==> config.mk <==
export PLATFORM = sky130hd
export DESIGN_NAME = key_scanner_with_repeat_fifo
export DESIGN_NICKNAME = d
export VERILOG_FILES = /design/src/rtl/core/kswr_pkg.sv /design/src/rtl/core/kswr_front.sv /design/src/rtl/core/kswr_cmdq.sv /design/src/rtl/core/kswr_back.sv /design/src/rtl/core/key_scanner_with_repeat_fifo.sv
export VERILOG_INCLUDE_DIRS = /design/src /design/src/rtl/core
export SDC_FILE = /design/constraint.sdc
export NUM_CORES = 1
export LEC_CHECK = 0
export BUFFER_PORTS_ARGS = -buffer_cell sky130_fd_sc_hd__buf_2
export CAP_MARGIN = 20
export CORE_MARGIN = 3
export CORE_UTILIZATION = 65
export CTS_BUF_LIST = sky130_fd_sc_hd__clkbuf_16
export CTS_CLUSTER_DIAMETER = 60
export DETAILED_ROUTE_END_ITERATION = 8
export GPL_TIMING_DRIVEN = 0
export PLACE_DENSITY = 0.84
export SETUP_SLACK_MARGIN = 0.02
export SLEW_MARGIN = 0
export SYNTH_ARGS = -nofsm -noshare
export SYNTH_HDL_FRONTEND = slang
export SYNTH_HIERARCHICAL = 1
export SYNTH_SLANG_ARGS = --single-unit
export TNS_END_PERCENT = 10
==> constraint.sdc <==
create_clock -name clk -period 12 [get_ports clk]
set_clock_uncertainty 0.05 [all_clocks]
set_input_delay 1.2 -clock clk [delete_from_list [all_inputs] [get_ports clk]]
set_output_delay 1.2 -clock clk [all_outputs]
set_load 0.005 [all_outputs]
==> src/rtl/core/key_scanner_with_repeat_fifo_assert.svh <==
// ---------------------------------------------------------------------------
// Assertion macros for the key scanner
// Clocked, reset-gated property checks used by the kswr_back event FIFO module.
// ---------------------------------------------------------------------------
`ifndef KEY_SCANNER_WITH_REPEAT_FIFO_ASSERT_SVH
`define KEY_SCANNER_WITH_REPEAT_FIFO_ASSERT_SVH

// same-cycle implication
`define KS_ASSERT_NOW(lbl, ante, cons, msg) \
	lbl: assert property (@(posedge clk) disable iff (!arst_n) (ante) |-> (cons)) \
		else $error(msg);

// next-cycle implication
`define KS_ASSERT_NEXT(lbl, ante, cons, msg) \
	lbl: assert property (@(posedge clk) disable iff (!arst_n) (ante) |=> (cons)) \
		else $error(msg);

`endif

==> src/rtl/core/kswr_pkg.sv <==
// ---------------------------------------------------------------------------
// kswr_pkg
// Types and constants shared by the key scanner modules.
// ---------------------------------------------------------------------------
`default_nettype none

package kswr_pkg;

	localparam int PORT_WIDTH = 16;
	localparam int CFG_IDX_W  = 3;
	localparam int CFG_DATA_W = 16;
	localparam int THR_W      = 8;
	localparam int CMDQ_DEPTH = 2;

	localparam logic [PORT_WIDTH-1:0] RST_KEY_MASK   = 16'h0780;
	localparam logic [THR_W-1:0]      RST_THRESHOLD  = 8'd25;
	localparam logic [PORT_WIDTH-1:0] RST_CODE_RIGHT = 16'h0080;
	localparam logic [PORT_WIDTH-1:0] RST_CODE_LEFT  = 16'h0100;
	localparam logic [PORT_WIDTH-1:0] RST_CODE_ENTER = 16'h0200;
	localparam logic [PORT_WIDTH-1:0] RST_CODE_BACK  = 16'h0400;

	localparam logic ACT_SAMPLE = 1'b0;
	localparam logic ACT_POP    = 1'b1;

	localparam logic [2:0] POP_NONE = 3'd0;

	typedef enum logic [CFG_IDX_W-1:0] {
		CFG_KEY_MASK   = 3'd0,
		CFG_THRESHOLD  = 3'd1,
		CFG_CODE_RIGHT = 3'd2,
		CFG_CODE_LEFT  = 3'd3,
		CFG_CODE_ENTER = 3'd4,
		CFG_CODE_BACK  = 3'd5
	} kswr_cfg_idx_t;

	typedef enum logic [1:0] {
		EV_RIGHT = 2'd0,
		EV_LEFT  = 2'd1,
		EV_ENTER = 2'd2,
		EV_BACK  = 2'd3
	} kswr_ev_t;

	typedef struct packed {
		logic                  action;
		logic [PORT_WIDTH-1:0] port_bits;
	} kswr_in_t;

	typedef struct packed {
		logic [2:0] pop_code;
		logic       queue_empty;
		logic       event_dropped;
		logic [4:0] queued_count;
	} kswr_out_t;

	typedef struct packed {
		logic                  we;
		logic [CFG_IDX_W-1:0]  idx;
		logic [CFG_DATA_W-1:0] data;
	} kswr_cfg_wr_t;

	// classified transaction handed from front to back
	typedef struct packed {
		logic     is_pop;
		logic     has_ev;
		kswr_ev_t ev;
	} kswr_cmd_t;

endpackage

`default_nettype wire

==> src/rtl/core/kswr_front.sv <==
// ---------------------------------------------------------------------------
// kswr_front
// Config registers, edge detect and auto-repeat; classifies each transaction.
// ---------------------------------------------------------------------------
`default_nettype none

module kswr_front
	import kswr_pkg::*;
(
	input  wire logic         clk,
	input  wire logic         arst_n,
	input  wire kswr_cfg_wr_t cfg,
	input  wire logic         accept,
	input  wire kswr_in_t     in_data,
	output kswr_cmd_t         cmd
);

	logic [PORT_WIDTH-1:0] key_mask_q;
	logic [THR_W-1:0]      threshold_q;
	logic [PORT_WIDTH-1:0] code_right_q;
	logic [PORT_WIDTH-1:0] code_left_q;
	logic [PORT_WIDTH-1:0] code_enter_q;
	logic [PORT_WIDTH-1:0] code_back_q;
	logic [PORT_WIDTH-1:0] held_q;
	logic [THR_W-1:0]      stable_q;

	logic [PORT_WIDTH-1:0] pressed;
	logic [PORT_WIDTH-1:0] trig;
	logic [PORT_WIDTH-1:0] pat;
	logic [THR_W-1:0]      stable_inc;
	logic [THR_W-1:0]      stable_nxt;
	logic                  rep;
	logic                  hit;
	kswr_ev_t              ev;

	assign pressed = (in_data.port_bits & key_mask_q) ^ key_mask_q;
	assign trig    = pressed & ~held_q;

	always_comb begin
		stable_inc = (stable_q == {THR_W{1'b1}}) ? stable_q : stable_q + THR_W'(1);
		stable_inc = (pressed == held_q) ? stable_inc : '0;
		rep        = (stable_inc > threshold_q) && (pressed != '0) && (trig == '0);
		stable_nxt = rep ? '0 : stable_inc;
		pat        = rep ? (pressed & key_mask_q) : (trig & key_mask_q);
	end

	// first match wins; repeats only for right and left
	always_comb begin
		hit = 1'b0;
		ev  = EV_RIGHT;
		priority if (pat == '0) begin
			hit = 1'b0;
		end else if (pat == code_right_q) begin
			hit = 1'b1;
			ev  = EV_RIGHT;
		end else if (pat == code_left_q) begin
			hit = 1'b1;
			ev  = EV_LEFT;
		end else if (rep) begin
			hit = 1'b0;
		end else if (pat == code_enter_q) begin
			hit = 1'b1;
			ev  = EV_ENTER;
		end else if (pat == code_back_q) begin
			hit = 1'b1;
			ev  = EV_BACK;
		end else begin
			hit = 1'b0;
		end
	end

	always_comb begin
		cmd.is_pop = (in_data.action == ACT_POP);
		cmd.has_ev = (in_data.action == ACT_SAMPLE) && hit;
		cmd.ev     = ev;
	end

	always_ff @(posedge clk or negedge arst_n) begin
		if (!arst_n) begin
			key_mask_q   <= RST_KEY_MASK;
			threshold_q  <= RST_THRESHOLD;
			code_right_q <= RST_CODE_RIGHT;
			code_left_q  <= RST_CODE_LEFT;
			code_enter_q <= RST_CODE_ENTER;
			code_back_q  <= RST_CODE_BACK;
		end else if (cfg.we) begin
			unique case (kswr_cfg_idx_t'(cfg.idx))
				CFG_KEY_MASK:   key_mask_q   <= cfg.data[PORT_WIDTH-1:0];
				CFG_THRESHOLD:  threshold_q  <= cfg.data[THR_W-1:0];
				CFG_CODE_RIGHT: code_right_q <= cfg.data[PORT_WIDTH-1:0];
				CFG_CODE_LEFT:  code_left_q  <= cfg.data[PORT_WIDTH-1:0];
				CFG_CODE_ENTER: code_enter_q <= cfg.data[PORT_WIDTH-1:0];
				CFG_CODE_BACK:  code_back_q  <= cfg.data[PORT_WIDTH-1:0];
				default: ;
			endcase
		end
	end

	always_ff @(posedge clk or negedge arst_n) begin
		if (!arst_n) begin
			held_q   <= '0;
			stable_q <= '0;
		end else if (accept && (in_data.action == ACT_SAMPLE)) begin
			held_q   <= pressed;
			stable_q <= stable_nxt;
		end
	end

endmodule

`default_nettype wire

==> src/rtl/core/kswr_cmdq.sv <==
// ---------------------------------------------------------------------------
// kswr_cmdq
// Small command queue between the front and back halves.
// ---------------------------------------------------------------------------
`default_nettype none

module kswr_cmdq
	import kswr_pkg::*;
(
	input  wire logic      clk,
	input  wire logic      arst_n,
	input  wire logic      push,
	input  wire kswr_cmd_t push_cmd,
	output logic           full,
	input  wire logic      pop,
	output logic           head_valid,
	output kswr_cmd_t      head_cmd
);

	localparam int PTR_W = $clog2(CMDQ_DEPTH);
	localparam int CNT_W = $clog2(CMDQ_DEPTH + 1);

	kswr_cmd_t          slot_q [CMDQ_DEPTH];
	logic [PTR_W-1:0]   wr_q;
	logic [PTR_W-1:0]   rd_q;
	logic [CNT_W-1:0]   cnt_q;
	logic               do_push;
	logic               do_pop;

	assign full       = (cnt_q == CNT_W'(CMDQ_DEPTH));
	assign head_valid = (cnt_q != '0);
	assign head_cmd   = slot_q[rd_q];
	assign do_push    = push && !full;
	assign do_pop     = pop && head_valid;

	always_ff @(posedge clk) begin
		if (do_push) begin
			slot_q[wr_q] <= push_cmd;
		end
	end

	always_ff @(posedge clk or negedge arst_n) begin
		if (!arst_n) begin
			wr_q  <= '0;
			rd_q  <= '0;
			cnt_q <= '0;
		end else begin
			if (do_push) begin
				wr_q <= (wr_q == PTR_W'(CMDQ_DEPTH - 1)) ? '0 : wr_q + PTR_W'(1);
			end
			if (do_pop) begin
				rd_q <= (rd_q == PTR_W'(CMDQ_DEPTH - 1)) ? '0 : rd_q + PTR_W'(1);
			end
			unique case ({do_push, do_pop})
				2'b10:   cnt_q <= cnt_q + CNT_W'(1);
				2'b01:   cnt_q <= cnt_q - CNT_W'(1);
				default: cnt_q <= cnt_q;
			endcase
		end
	end

endmodule

`default_nettype wire

==> src/rtl/core/kswr_back.sv <==
// ---------------------------------------------------------------------------
// kswr_back
// Event FIFO: executes push and pop commands and registers each result.
// ---------------------------------------------------------------------------
`default_nettype none

`include "key_scanner_with_repeat_fifo_assert.svh"

module kswr_back
	import kswr_pkg::*;
#(
	parameter int QUEUE_DEPTH = 16
) (
	input  wire logic      clk,
	input  wire logic      arst_n,
	input  wire logic      cmd_valid,
	input  wire kswr_cmd_t cmd,
	output logic           cmd_pop,
	output logic           out_valid,
	input  wire logic      out_ready,
	output kswr_out_t      out_data
);

	localparam int PTR_W  = $clog2(QUEUE_DEPTH);
	localparam int FILL_W = $clog2(QUEUE_DEPTH + 1);

	kswr_ev_t            mem [QUEUE_DEPTH];
	kswr_ev_t            rdata_q;
	logic [PTR_W-1:0]    rd_q;
	logic [PTR_W-1:0]    wr_q;
	logic [FILL_W-1:0]   fill_q;
	logic [FILL_W-1:0]   fill_nxt;

	logic                valid_s2;
	logic                pop_ok_s2;
	logic                empty_s2;
	logic                dropped_s2;
	logic [FILL_W-1:0]   fill_s2;

	logic                exec;
	logic                is_empty;
	logic                is_full;
	logic                do_rd;
	logic                do_wr;
	logic                pop_empty;
	logic                drop_ev;

	assign exec      = cmd_valid && (!valid_s2 || out_ready);
	assign cmd_pop   = exec;
	assign is_empty  = (fill_q == '0);
	assign is_full   = (fill_q >= FILL_W'(QUEUE_DEPTH));
	assign do_rd     = exec && cmd.is_pop && !is_empty;
	assign do_wr     = exec && !cmd.is_pop && cmd.has_ev && !is_full;
	assign pop_empty = exec && cmd.is_pop && is_empty;
	assign drop_ev   = exec && !cmd.is_pop && cmd.has_ev && is_full;

	always_comb begin
		fill_nxt = fill_q;
		if (do_rd) begin
			fill_nxt = fill_q - FILL_W'(1);
		end else if (do_wr) begin
			fill_nxt = fill_q + FILL_W'(1);
		end
	end

	always_ff @(posedge clk) begin
		if (do_wr) begin
			mem[wr_q] <= cmd.ev;
		end
		if (do_rd) begin
			rdata_q <= mem[rd_q];
		end
	end

	always_ff @(posedge clk or negedge arst_n) begin
		if (!arst_n) begin
			rd_q   <= '0;
			wr_q   <= '0;
			fill_q <= '0;
		end else begin
			if (do_rd) begin
				rd_q <= (rd_q == PTR_W'(QUEUE_DEPTH - 1)) ? '0 : rd_q + PTR_W'(1);
			end
			if (do_wr) begin
				wr_q <= (wr_q == PTR_W'(QUEUE_DEPTH - 1)) ? '0 : wr_q + PTR_W'(1);
			end
			fill_q <= fill_nxt;
		end
	end

	always_ff @(posedge clk or negedge arst_n) begin
		if (!arst_n) begin
			valid_s2 <= 1'b0;
		end else if (exec) begin
			valid_s2 <= 1'b1;
		end else if (out_ready) begin
			valid_s2 <= 1'b0;
		end
	end

	always_ff @(posedge clk) begin
		if (exec) begin
			pop_ok_s2  <= do_rd;
			empty_s2   <= pop_empty;
			dropped_s2 <= drop_ev;
			fill_s2    <= fill_nxt;
		end
	end

	assign out_valid = valid_s2;

	always_comb begin
		out_data.pop_code      = pop_ok_s2 ? (3'(rdata_q) + 3'd1) : POP_NONE;
		out_data.queue_empty   = empty_s2;
		out_data.event_dropped = dropped_s2;
		out_data.queued_count  = 5'(fill_s2);
	end

	`KS_ASSERT_NOW(a_empty_ptrs, fill_q == '0, rd_q == wr_q, "fifo empty with pointers apart")
	`KS_ASSERT_NEXT(a_pop_empty, pop_empty, empty_s2 && !pop_ok_s2, "empty pop not flagged")
	`KS_ASSERT_NEXT(a_drop_full, drop_ev, dropped_s2 && $stable(fill_q), "full push changed fifo")
	`KS_ASSERT_NEXT(a_pop_dec, do_rd, fill_q == ($past(fill_q) - FILL_W'(1)), "pop missed decrement")

endmodule

`default_nettype wire

==> src/rtl/core/key_scanner_with_repeat_fifo.sv <==
// ---------------------------------------------------------------------------
// key_scanner_with_repeat_fifo
// Keypad edge detect with auto-repeat for right/left and a bounded event FIFO.
// ---------------------------------------------------------------------------
//
//   channel | handshake            | payload
//   --------+----------------------+-------------------------------------------
//   in      | in_valid / in_ready  | in_data  : action, port_bits
//   out     | out_valid / out_ready| out_data : pop_code, queue_empty,
//           |                      |            event_dropped, queued_count
//   cfg     | cfg_we (no wait)     | cfg_idx, cfg_data
//
// One transaction per cycle sustained while out_ready holds high; the front
// classifies each accepted transaction into the command queue, and the FIFO
// executes it into the result register. The FIFO memory read is registered,
// which sets the result latency. Reset clears config to defaults, the held
// pattern, the stable count and all pointers; FIFO contents are not cleared. An
// output stall backs up the two-entry command queue, after which in_ready drops.
//
`default_nettype none

module key_scanner_with_repeat_fifo
	import kswr_pkg::*;
#(
	parameter int QUEUE_DEPTH = 16
) (
	input  wire logic                  clk,
	input  wire logic                  arst_n,
	input  wire logic                  in_valid,
	output logic                       in_ready,
	input  wire kswr_in_t              in_data,
	output logic                       out_valid,
	input  wire logic                  out_ready,
	output kswr_out_t                  out_data,
	input  wire logic                  cfg_we,
	input  wire logic [CFG_IDX_W-1:0]  cfg_idx,
	input  wire logic [CFG_DATA_W-1:0] cfg_data
);

	kswr_cfg_wr_t cfg;
	kswr_cmd_t    front_cmd;
	kswr_cmd_t    head_cmd;
	logic         q_full;
	logic         head_valid;
	logic         head_pop;
	logic         accept;

	// config port bundled for the front
	assign cfg.we   = cfg_we;
	assign cfg.idx  = cfg_idx;
	assign cfg.data = cfg_data;

	// front only needs room in the command queue
	assign in_ready = !q_full;
	assign accept   = in_valid && in_ready;

	kswr_front u_front (
		.clk     (clk),
		.arst_n  (arst_n),
		.cfg     (cfg),
		.accept  (accept),
		.in_data (in_data),
		.cmd     (front_cmd)
	);

	kswr_cmdq u_cmdq (
		.clk        (clk),
		.arst_n     (arst_n),
		.push       (accept),
		.push_cmd   (front_cmd),
		.full       (q_full),
		.pop        (head_pop),
		.head_valid (head_valid),
		.head_cmd   (head_cmd)
	);

	// back half: event FIFO and result register
	kswr_back #(
		.QUEUE_DEPTH (QUEUE_DEPTH)
	) u_back (
		.clk       (clk),
		.arst_n    (arst_n),
		.cmd_valid (head_valid),
		.cmd       (head_cmd),
		.cmd_pop   (head_pop),
		.out_valid (out_valid),
		.out_ready (out_ready),
		.out_data  (out_data)
	);

endmodule

`default_nettype wire

==> results of run 1 <==
==> registers in the layout, indices dropped and copies added (netlist names), 2 cells and up <==
name,flops
u_back/mem,32
u_front/code_back_q,16
u_front/code_enter_q,16
u_front/code_left_q,16
u_front/code_right_q,16
u_front/held_q,16
u_front/key_mask_q,16
u_cmdq/slot_q,8
u_front/stable_q,8
u_front/threshold_q,8
u_back/fill_q,5
u_back/fill_s2,5
u_back/rd_q,4
u_back/wr_q,4
u_back/rdata_q,2
u_cmdq/cnt_q,2
==> critical path: cells and delay by family <==
kind | cells | cell delay, ns
AO/OA/AOI/OAI | 4 | 1.01
adder cells (fa/ha/maj) | 2 | 0.69
buffers and inverters | 6 | 1.41
AND/OR/NAND/NOR | 9 | 2.41
==> cells by family (layout without fill, tap and decap cells) <==
| group | count (synthesis) | after routing |
|---|---|---|
| AOI/OAI and AO/OA | 219 | 219 |
| buffers and inverters | 98 | 182 |
| xor gates and xnor gates | 19 | 19 |
| muxes | 100 | 100 |
| and+or+nand+nor | 315 | 315 |
| DFF | 180 | 180 |
| adders and majority gates | 34 | 34 |
==> stage by stage <==
step	util, %	area (um2)	power (uW)
after detailed placement	71.4	10600	1650
after CTS	75.3	11200	2210
after global routing	75.3	11200	2340
final	75.3	11200	2230
after floorplan	-	10100	1400
after global placement	71.1	10600	1620
==> power by group <==
group	total (uW)	internal [uW]	switching [uW]
Combinational	719	300	419
Sequential	955	802	154
Clock	559	309	249
Total	2230	1410	822
==> layer usage <==
| layer | global-route usage (%) | vias up | share of wire (%) |
|---|---|---|---|
| met1 | 49.1 | 4194 | 38 |
| met3 | 8.09 | 135 | 10 |
| li1 | - | 3729 | - |
| met4 | 17.4 | 0 | 5.2 |
| met2 | 59.9 | 620 | 47 |
| met5 | 0 | - | 0 |
==> worst max-delay path by stage <==
stage / start / end / slack, ns
6_report: in_data[7] / u_cmdq/slot_q[1][1] / 5.38
5_1_grt: in_data[7] / u_cmdq/slot_q[1][2] / 5.20
4_1_cts: in_data[7] / u_cmdq/slot_q[0][1] / 5.61
3_5_place_dp: in_data[7] / u_cmdq/slot_q[1][1] / 5.15
3_3_place_gp: in_data[7] / u_cmdq/slot_q[0][2] / 5.24
2_1_floorplan: in_data[7] / u_cmdq/slot_q[0][2] / 6.70
==> final cells by class <==
type	count	area [um2]
Clock inverter	15	155
Sequential cell	180	4770
Buffer	37	173
Timing Repair Buffer	52	289
Multi-Input combinational cell	687	4930
Tap cell	184	230
Inverter	61	231
Clock buffer	17	425
Fill cell	1048	3670
==> cell usage in the layout, fill, tap and decap left out, drive strengths merged, types with 12 or more instances in the layout <==
master / instances
edfxtp: 50
nand3: 26
o22ai: 36
nand2b: 34
xnor2: 12
nor4: 16
nand4: 25
mux2i: 12
mux2: 84
ha: 34
nand2: 104
clkbuf: 37
o211ai: 16
dfrtp: 119
a21oi: 19
nor2: 45
buf: 69
o21ai: 56
a21boi: 16
nor3: 13
inv: 69
==> parameters.txt, run 1 <==
Parameter                              Value

GRT
  Global route overflow ... 0
  Pin count of the biggest net entering global routing ... 77
  First-pass GRT wire length ... 47500 um
  Antenna violations before repair ... 0
  Via count of the first global-routing pass ... 8257
  Total global-route track usage ... 37.4%

Outcome
  Outcome ... complete, no violations

STA
  Total negative setup slack ... 0 ns
  Number of hold violations in the final report ... 0
  Slew of the pin with the lowest slew margin ... 0.964 ns
  Post-Route Hold Slack ... 0.436 ns
  Share of the clock period used by the worst path ... 55.2%
  Remaining max-slew budget at the tightest pin ... 35.5%
  Peak clock frequency supported by timing ... 0.151 GHz
  Worst path setup slack after routing ... 5.38 ns
  Final setup fails ... 0
  Shortest period the worst path allows ... 6.62 ns
  RSZ-0062 raised after global routing ... no
  Final-report max-slew violation count ... 0

Route
  Vias ... 8678
  Iteration count of the initial detailed-routing pass ... 9
  Violation count after the first detailed-routing iteration ... 1287
  DRC violations left ... 0
  Average detailed-routed wire length per instance ... 25.1 um
  Via density per instance ... 7.04
  Wire length after detailed routing ... 30900 um
  Antenna viol nets, final ... 0

Setup path
  Maximum single-stage delay on the critical path ... 0.72 ns
  Slowest-stage cell, CP ... sky130_fd_sc_hd__nor4b_1
  Depth of the worst register-to-register path ... 19
  CP most frequent cell ... sky130_fd_sc_hd__buf_2
  Cells along the critical path ... buf_2, nand2b_1, buf_1, inv_1, ha_1, nand4_1, or4_1, clkbuf_1, nor3_1, ha_1, nand2_1, nor2_1, a211o_1, buf_2, o211ai_2, buf_2, o21bai_1, a222oi_1, nor4b_1, or2_2, nor3_1
  Worst Setup End Kind ... flop
  Critical path required time ... 12.11 ns
  Critical path type ... in -> reg
  Critical path arrival ... 6.73 ns
  Internal reg-to-reg setup slack ... 5.79 ns
  End of the worst register-to-register path ... u_cmdq/slot_q[1][1]
  Launch point of the worst reg-to-reg path ... u_front/key_mask_q[1]
  Kind of start point of the critical path ... input pin
  Critical path peak fanout ... 10

Layout
  Share of post-route cells with drive strength above 1 ... 20.2%
  Area delta synth->final ... 11.0%
  Non-filler instance count after layout ... 1233
  Antenna Cells ... 0
  Number of nets in the layout ... 1111

CTS
  Clk slew on worst S/H paths ... 0.07 ns
  Post-CTS Setup Bufs ... 0
  CTS H-Tree Depth ... 4
  Clk buf depth ... 2
  Root cell of the clock tree ... sky130_fd_sc_hd__clkbuf_16
  CTS tree ... done
  Clk_lat worst skew ... 0.44 ns
  Post-CTS sizing ... 0
  Post-CTS Hold Fix Bufs ... 0
  CTS Buf Count ... 17
  Clk sinks ... 180

Die
  Row Count ... 44
  Core area ... 14900 um2
  Die outline height ... 131 um
  I/O Pins ... 53
  Initial cell density of the core ... 67.9%
  Die width ... 131 um
  Overall die area ... 17000 um2

Synthesis
  Share of synthesized area spent on multiplexers ... 11.5%
  Most frequent cells after synthesis ... sky130_fd_sc_hd__dfrtp_1, sky130_fd_sc_hd__nand2_1, sky130_fd_sc_hd__mux2_2
  Async set or reset register ratio after synthesis ... 72.2%
  Number of nets produced by synthesis ... 1040
  Instance count of the mapped netlist ... 965
  Largest cells by area after synthesis ... sky130_fd_sc_hd__dfrtp_1, sky130_fd_sc_hd__edfxtp_1, sky130_fd_sc_hd__mux2_2
  Sequential cell area fraction in the yosys report ... 47.3%
  Mean cell area of the mapped netlist ... 10.5 um2
  Netlist Area Pre-Place ... 10100 um2
  Synth Area in Simple Gates ... 16.3%
  Synthesis-stage register bit count ... 180
  Count of different cell masters after synthesis ... 83
  Post-synthesis cell type with the largest combined area ... sky130_fd_sc_hd__dfrtp_1
  Compound-gate portion of the synthesized area ... 15.1%
  Top flip-flop cell by instance count after synthesis ... sky130_fd_sc_hd__dfrtp_1
  Area share of xor/xnor cells in the synthesized design ... 1.65%
  Combinational family with the most area after synthesis ... simple AND/OR/NAND/NOR gates
  Warning count from the yosys run ... 6
  Top-count cell post-synth ... sky130_fd_sc_hd__dfrtp_1
  Area share of the leading cell type in the synthesized netlist ... 29.5%
  Synth Area in Adders ... 4.22%
  Post-synth EDFFs ... 50

Placed design
  # placed instances ... 1201
  Detailed placement HPWL ... 22800 um
  Setup slack after placement ... 5.15 ns
  Number of buffers inserted by port buffering ... 50
  Routability Congestion ... 1.05

Pwr
  Peak supply drop ... 0.000122 V
  Areal power density over the cells ... 199 nW/um2
  Leak pwr ... 0.00464 uW

Worst hold path
  Min-Delay Path Class ... reg -> reg
  Hold path depth ... 2
  Worst hold path startpoint ... u_front/held_q[13]
  Hold worst-path end ... u_front/held_q[13]

Job
  Count of max-cap constraint violations ... 0
Note: power is estimated with default switching activity, not from simulation.
==> run 2, diff against run 1 <==
--- a/config.mk
+++ b/config.mk
@@ -9,12 +9,12 @@
 export BUFFER_PORTS_ARGS = -buffer_cell sky130_fd_sc_hd__buf_2
 export CAP_MARGIN = 20
 export CORE_MARGIN = 3
-export CORE_UTILIZATION = 65
+export CORE_UTILIZATION = 62
 export CTS_BUF_LIST = sky130_fd_sc_hd__clkbuf_16
 export CTS_CLUSTER_DIAMETER = 60
 export DETAILED_ROUTE_END_ITERATION = 8
 export GPL_TIMING_DRIVEN = 0
-export PLACE_DENSITY = 0.84
+export PLACE_DENSITY = 0.81
 export SETUP_SLACK_MARGIN = 0.02
 export SLEW_MARGIN = 0
 export SYNTH_ARGS = -nofsm -noshare
==> constraint.sdc (replaced) <==
create_clock -name clk -period 6.2 [get_ports clk]
set_clock_uncertainty 0.05 [all_clocks]
set_input_delay 0.62 -clock clk [delete_from_list [all_inputs] [get_ports clk]]
set_output_delay 0.62 -clock clk [all_outputs]
set_load 0.005 [all_outputs]
==> parameters.txt, run 2 (synthesized netlist as in run 1, its figures left out) <==
Parameter                              Value

Outcome
  Outcome ... complete, no violations

Pwr
  Net Sw Frac ... 36.4%
  Net Switching ... 1560 uW
  Leak pwr ... 0.00464 uW
  Fraction of power consumed by the clock network ... 25.0%
  Overall Power ... 4290 uW
  Internal power ... 2730 uW
  Comb pwr share ... 32.2%
  Seq pwr share ... 42.8%
  Areal power density over the cells ... 381 nW/um2
  Peak supply drop ... 0.000237 V

Layout
  Most frequent cells in the layout ... sky130_fd_sc_hd__dfrtp_1, sky130_fd_sc_hd__nand2_1, sky130_fd_sc_hd__mux2_2
  Top register by number of flip-flops ... u_back/mem
  Post-Route Utilization ... 72.5%
  Design Area, Final ... 11300 um2
  Most common library cell in the layout ignoring fill and taps ... sky130_fd_sc_hd__dfrtp_1
  Largest register FFs ... 32
  Antenna Cells ... 0
  Area delta synth->final ... 11.7%
  Number of nets in the layout ... 1112
  Share of post-route cells with drive strength above 1 ... 20.5%

GRT
  Global route overflow ... 0
  Antenna violations before repair ... 0
  First-pass GRT wire length ... 46100 um
  Via count of the first global-routing pass ... 8021
  Total global-route track usage ... 34.1%
  Pin count of the biggest net entering global routing ... 68

STA
  Number of hold violations in the final report ... 0
  Final setup fails ... 0
  Total negative setup slack ... 0 ns
  Post-Route Hold Slack ... 0.0929 ns
  Peak clock frequency supported by timing ... 0.169 GHz
  Shortest period the worst path allows ... 5.91 ns
  Remaining max-slew budget at the tightest pin ... 40.2%
  RSZ-0062 raised after global routing ... no
  Slew of the pin with the lowest slew margin ... 0.897 ns
  Share of the clock period used by the worst path ... 95.4%
  Final-report max-slew violation count ... 0

CTS
  CTS Buf Count ... 17
  Clk slew on worst S/H paths ... 0.07 ns
  Clk buf depth ... 2
  CTS tree ... done
  Post-CTS Hold Fix Bufs ... 0
  Clk sinks ... 180
  Clk_lat worst skew ... 0.44 ns
  Root cell of the clock tree ... sky130_fd_sc_hd__clkbuf_16
  CTS H-Tree Depth ... 4

Setup path
  Kind of start point of the critical path ... flop
  Critical path peak fanout ... 10
  Slowest-stage cell, CP ... sky130_fd_sc_hd__nor4_2
  Cells along the critical path ... nand2b_1, inv_1, ha_1, nand4_1, or4_1, clkbuf_1, nor3_1, ha_1, nand4_1, nor2_1, nor2_2, buf_4, o21ai_0, o21ai_1, xor2_1, nor4_2, nor2_1, a211oi_2
  Critical path arrival ... 6.12 ns
  Buffering stage count on the worst path with inverters included ... 3
  Maximum single-stage delay on the critical path ... 0.58 ns
  Critical path required time ... 6.41 ns
  Largest delay contributor family on the critical path ... simple AND/OR/NAND/NOR gates
  Launch point of the worst reg-to-reg path ... u_front/key_mask_q[1]
  Beginning of the critical path ... u_front/key_mask_q[1]
  Critical path type ... reg -> reg
  Worst Setup End Kind ... flop

Die
  Row Count ... 45
  Die width ... 134 um
  Core area ... 15500 um2
  Initial cell density of the core ... 64.9%
  Overall die area ... 17800 um2
  I/O Pins ... 53
  Die outline height ... 134 um

Route
  Vias ... 8439
  DRC violations left ... 0
  Iteration count of the initial detailed-routing pass ... 6
  Average detailed-routed wire length per instance ... 23.9 um
  Violation count after the first detailed-routing iteration ... 1139
  Wire length after detailed routing ... 30200 um
  Antenna viol nets, final ... 0
  Via density per instance ... 6.69

Job
  Count of max-cap constraint violations ... 0

Worst hold path
  Min-Delay Path Class ... in -> async

Placed design
  Routability Congestion ... 1.03
  Number of buffers inserted by port buffering ... 50
  Placed Instance Area ... 10700 um2
  Detailed placement HPWL ... 22200 um
-- run 2: worst register-to-register path: stages, from the launching register on --
cell	delay, ns
sky130_fd_sc_hd__dfrtp_1	0.47
sky130_fd_sc_hd__nand2b_1	0.32
sky130_fd_sc_hd__inv_1	0.27
sky130_fd_sc_hd__ha_1	0.35
sky130_fd_sc_hd__nand4_1	0.12
sky130_fd_sc_hd__or4_1	0.50
sky130_fd_sc_hd__clkbuf_1	0.20
sky130_fd_sc_hd__nor3_1	0.37
sky130_fd_sc_hd__ha_1	0.36
sky130_fd_sc_hd__nand4_1	0.20
sky130_fd_sc_hd__nor2_1	0.14
sky130_fd_sc_hd__nor2_2	0.27
sky130_fd_sc_hd__buf_4	0.28
sky130_fd_sc_hd__o21ai_0	0.28
sky130_fd_sc_hd__o21ai_1	0.40
sky130_fd_sc_hd__xor2_1	0.14
sky130_fd_sc_hd__nor4_2	0.58
sky130_fd_sc_hd__nor2_1	0.15
sky130_fd_sc_hd__a211oi_2	0.29
-- run 2: power groups by stage --
stage                     Sequential (uW)  Combinational [uW]  Clock (uW)
after CTS                            1820                1350        1090
final                                1840                1380        1070
after global routing                 1860                1500        1130
after global placement               1830                1300           0
after floorplan                      1740                 966           0
after detailed placement             1840                1330           0
-- run 2: layout make-up --
cell class | instances | area (um2)
Buffer | 36 | 169
Clock buffer | 17 | 425
Clock inverter | 15 | 155
Fill cell | 1174 | 4270
Inverter | 61 | 231
Multi-Input combinational cell | 687 | 4940
Sequential cell | 180 | 4770
Tap cell | 211 | 264
Timing Repair Buffer | 54 | 308
-- run 2: worst paths after layout --
check	to	slack, ns	cells after the start
max	u_cmdq/slot_q[0][2]	0.29	18
min	u_front/stable_q[4]	0.09	1
max reg2reg	u_cmdq/slot_q[0][2]	0.29	18
min reg2reg	u_front/held_q[11]	0.44	2
max in group asynchronous	u_front/code_enter_q[9]	5.21	2
min in group clk	u_front/threshold_q[3]	0.42	3
-- run 2: what timing repair did --
| action | CTS | global route |
|---|---|---|
| endpoints found under the setup margin | 0 | 6 |
| buffers inserted | 0 | 0 |
| resized for setup | 0 | 4 |
-- run 2: per-layer routing --
layer | share of wire (%) | global-route usage [%]
met2 | 48 | 56.1
met4 | 4.6 | 14.4
met1 | 39 | 44.2
met3 | 8.3 | 6.91
met5 | 0 | 0
-- run 2: stage by stage --
| stage | setup slack, ns | std cells |
|---|---|---|
| floorplan | 1.48 | 965 |
| global placement | -0.191 | 1226 |
| detailed placement | -0.245 | 1229 |
| CTS | 0.0226 | 1261 |
| global route | 0.0388 | 1261 |
| finish | 0.287 | 1261 |
==> run 3, diff against run 2 <==
--- a/config.mk
+++ b/config.mk
@@ -9,12 +9,11 @@
 export BUFFER_PORTS_ARGS = -buffer_cell sky130_fd_sc_hd__buf_2
 export CAP_MARGIN = 20
 export CORE_MARGIN = 3
-export CORE_UTILIZATION = 62
-export CTS_BUF_LIST = sky130_fd_sc_hd__clkbuf_16
+export CORE_UTILIZATION = 64
+export CTS_BUF_LIST = sky130_fd_sc_hd__clkbuf_8
 export CTS_CLUSTER_DIAMETER = 60
 export DETAILED_ROUTE_END_ITERATION = 8
-export GPL_TIMING_DRIVEN = 0
-export PLACE_DENSITY = 0.81
+export PLACE_DENSITY = 0.83
 export SETUP_SLACK_MARGIN = 0.02
 export SLEW_MARGIN = 0
 export SYNTH_ARGS = -nofsm -noshare
==> parameters.txt, run 3 (synthesized netlist as in run 1, its figures left out) <==
Parameter                              Value

Layout
  Number of fill cells in the layout ... 1118
  Design Area, Final ... 11100 um2
  Antenna Cells ... 0
  Most frequent cells in the layout ... sky130_fd_sc_hd__dfrtp_1, sky130_fd_sc_hd__nand2_1, sky130_fd_sc_hd__mux2_2
  Share of post-route cells with drive strength above 1 ... 21.2%
  Top register by number of flip-flops ... u_back/mem
  Largest register FFs ... 32
  Area delta synth->final ... 9.79%
  Most common library cell in the layout ignoring fill and taps ... sky130_fd_sc_hd__dfrtp_1
  Number of nets in the layout ... 1088
  Non-filler instance count after layout ... 1237

CTS
  Root cell of the clock tree ... sky130_fd_sc_hd__clkbuf_8
  Clk buf depth ... 2
  Clk sinks ... 180
  Post-CTS sizing ... 0
  Clk slew on worst S/H paths ... 0.10 ns
  CTS Buf Count ... 17
  CTS tree ... done
  Post-CTS Setup Bufs ... 0
  CTS H-Tree Depth ... 4
  Clk_lat worst skew ... 0.47 ns
  Post-CTS Hold Fix Bufs ... 0

Pwr
  Areal power density over the cells ... 373 nW/um2
  Leak pwr ... 0.00457 uW
  Internal power ... 2580 uW
  Net Switching ... 1560 uW
  Seq pwr share ... 45.8%
  Fraction of power consumed by the clock network ... 22.2%
  Peak supply drop ... 0.000266 V
  Comb pwr share ... 32.0%
  Net Sw Frac ... 37.7%

GRT
  First-pass GRT wire length ... 47300 um
  Antenna violations before repair ... 0
  Pin count of the biggest net entering global routing ... 69
  Global route overflow ... 0
  Total global-route track usage ... 35.5%
  Via count of the first global-routing pass ... 8185

Setup path
  Critical path type ... reg -> reg
  Slowest-stage cell, CP ... sky130_fd_sc_hd__o211ai_2
  Kind of start point of the critical path ... flop
  Internal reg-to-reg setup slack ... 0.42 ns
  Critical path required time ... 6.35 ns
  Depth of the worst register-to-register path ... 16
  Largest delay contributor family on the critical path ... simple AND/OR/NAND/NOR gates
  Worst Setup End Kind ... flop
  Maximum single-stage delay on the critical path ... 0.69 ns
  Cells along the critical path ... nand2b_1, inv_1, ha_1, nand4_1, or4_1, nor3_1, ha_1, nand2_1, nor2_1, a211o_1, o211ai_2, o21bai_1, a222oi_1, nor4b_1, or2_2, nor3_1
  Launch point of the worst reg-to-reg path ... u_front/key_mask_q[1]
  Critical path arrival ... 5.93 ns
  Buffering stage count on the worst path with inverters included ... 1
  Beginning of the critical path ... u_front/key_mask_q[1]
  Critical path peak fanout ... 13
  End of the worst register-to-register path ... u_cmdq/slot_q[1][1]

Placed design
  Routability Congestion ... 1.09
  Detailed placement HPWL ... 22700 um
  Number of buffers inserted by port buffering ... 52
  # placed instances ... 1205
  Placed Instance Area ... 10600 um2

Job
  Count of max-cap constraint violations ... 0

Route
  Via density per instance ... 6.81
  Iteration count of the initial detailed-routing pass ... 7
  Vias ... 8429
  DRC violations left ... 0
  Average detailed-routed wire length per instance ... 24.6 um
  Violation count after the first detailed-routing iteration ... 1132
  Wire length after detailed routing ... 30500 um
  Antenna viol nets, final ... 0

Die
  I/O Pins ... 53
  Overall die area ... 17300 um2
  Die outline height ... 132 um
  Core area ... 15300 um2
  Die width ... 132 um
  Row Count ... 45
  Initial cell density of the core ... 65.9%

STA
  Total negative setup slack ... 0 ns
  Slew of the pin with the lowest slew margin ... 0.865 ns
  Peak clock frequency supported by timing ... 0.173 GHz
  Shortest period the worst path allows ... 5.78 ns
  Number of hold violations in the final report ... 0
  RSZ-0062 raised after global routing ... no
  Remaining max-slew budget at the tightest pin ... 42.4%
  Share of the clock period used by the worst path ... 93.2%
  Final setup fails ... 0
  Final-report max-slew violation count ... 0

Outcome
  Outcome ... complete, no violations

Worst hold path
  Min-Delay Path Class ... in -> async
## run 3: cell types whose count changed in the layout (fill, tap and decap cells not counted), moves of 3 or more
| cell | delta |
|---|---|
| sky130_fd_sc_hd__buf_4 | +6 |
| sky130_fd_sc_hd__clkbuf_8 | +18 |
| sky130_fd_sc_hd__buf_1 | -5 |
| sky130_fd_sc_hd__clkbuf_1 | -19 |
| sky130_fd_sc_hd__buf_2 | -4 |
| sky130_fd_sc_hd__clkinv_1 | -3 |
| sky130_fd_sc_hd__clkbuf_16 | -17 |
## run 3: through the flow
stage / setup slack, ns / hold WS [ns] / util [%] / total power (uW)
2_1_floorplan: 1.48 / 0.274 / - / 2710
3_3_place_gp: 0.414 / 0.412 / 69.0 / 3160
3_5_place_dp: 0.335 / 0.420 / 69.3 / 3190
4_1_cts: 0.601 / 0.0546 / 72.3 / 4100
5_1_grt: 0.0838 / 0.0742 / 72.3 / 4350
6_report: 0.421 / 0.0500 / 72.3 / 4130
## run 3: power by group through the flow
stage,Sequential (uW),Clock (uW),Combinational (uW)
3_3_place_gp,1890,0,1260
6_report,1890,919,1320
2_1_floorplan,1740,0,966
4_1_cts,1880,930,1300
5_1_grt,1920,986,1440
3_5_place_dp,1900,0,1290
## run 3: final cells by class
class                   instances  area (um2)  area share (%)
clock buffers                  18         248            2.24
multi-input cells             687        4950            44.7
well taps                     211         264            2.38
clock inverters                14         216            1.95
inverters                      61         231            2.09
repair buffers                 66         399            3.60
flip-flops and latches        180        4770            43.1
## run 3: worst max-delay path by stage
stage | end | slack, ns | depth (start not counted)
floorplan | u_cmdq/slot_q[0][2] | 1.48 | 20
global placement | u_cmdq/slot_q[1][1] | 0.41 | 17
detailed placement | u_cmdq/slot_q[0][1] | 0.34 | 17
CTS | u_cmdq/slot_q[1][1] | 0.60 | 16
global route | u_cmdq/slot_q[1][1] | 0.08 | 16
finish | u_cmdq/slot_q[1][1] | 0.42 | 16
## run 3: routing by layer
metal,wire [um],global-route usage (%),part of all wire (%),vias up
met5,0,0,0,-
met4,1510,15.0,4.9,0
met3,2670,8.00,8.8,129
met2,14500,58.3,48,534
met1,11800,45.7,39,4092
li1,-,-,-,3674
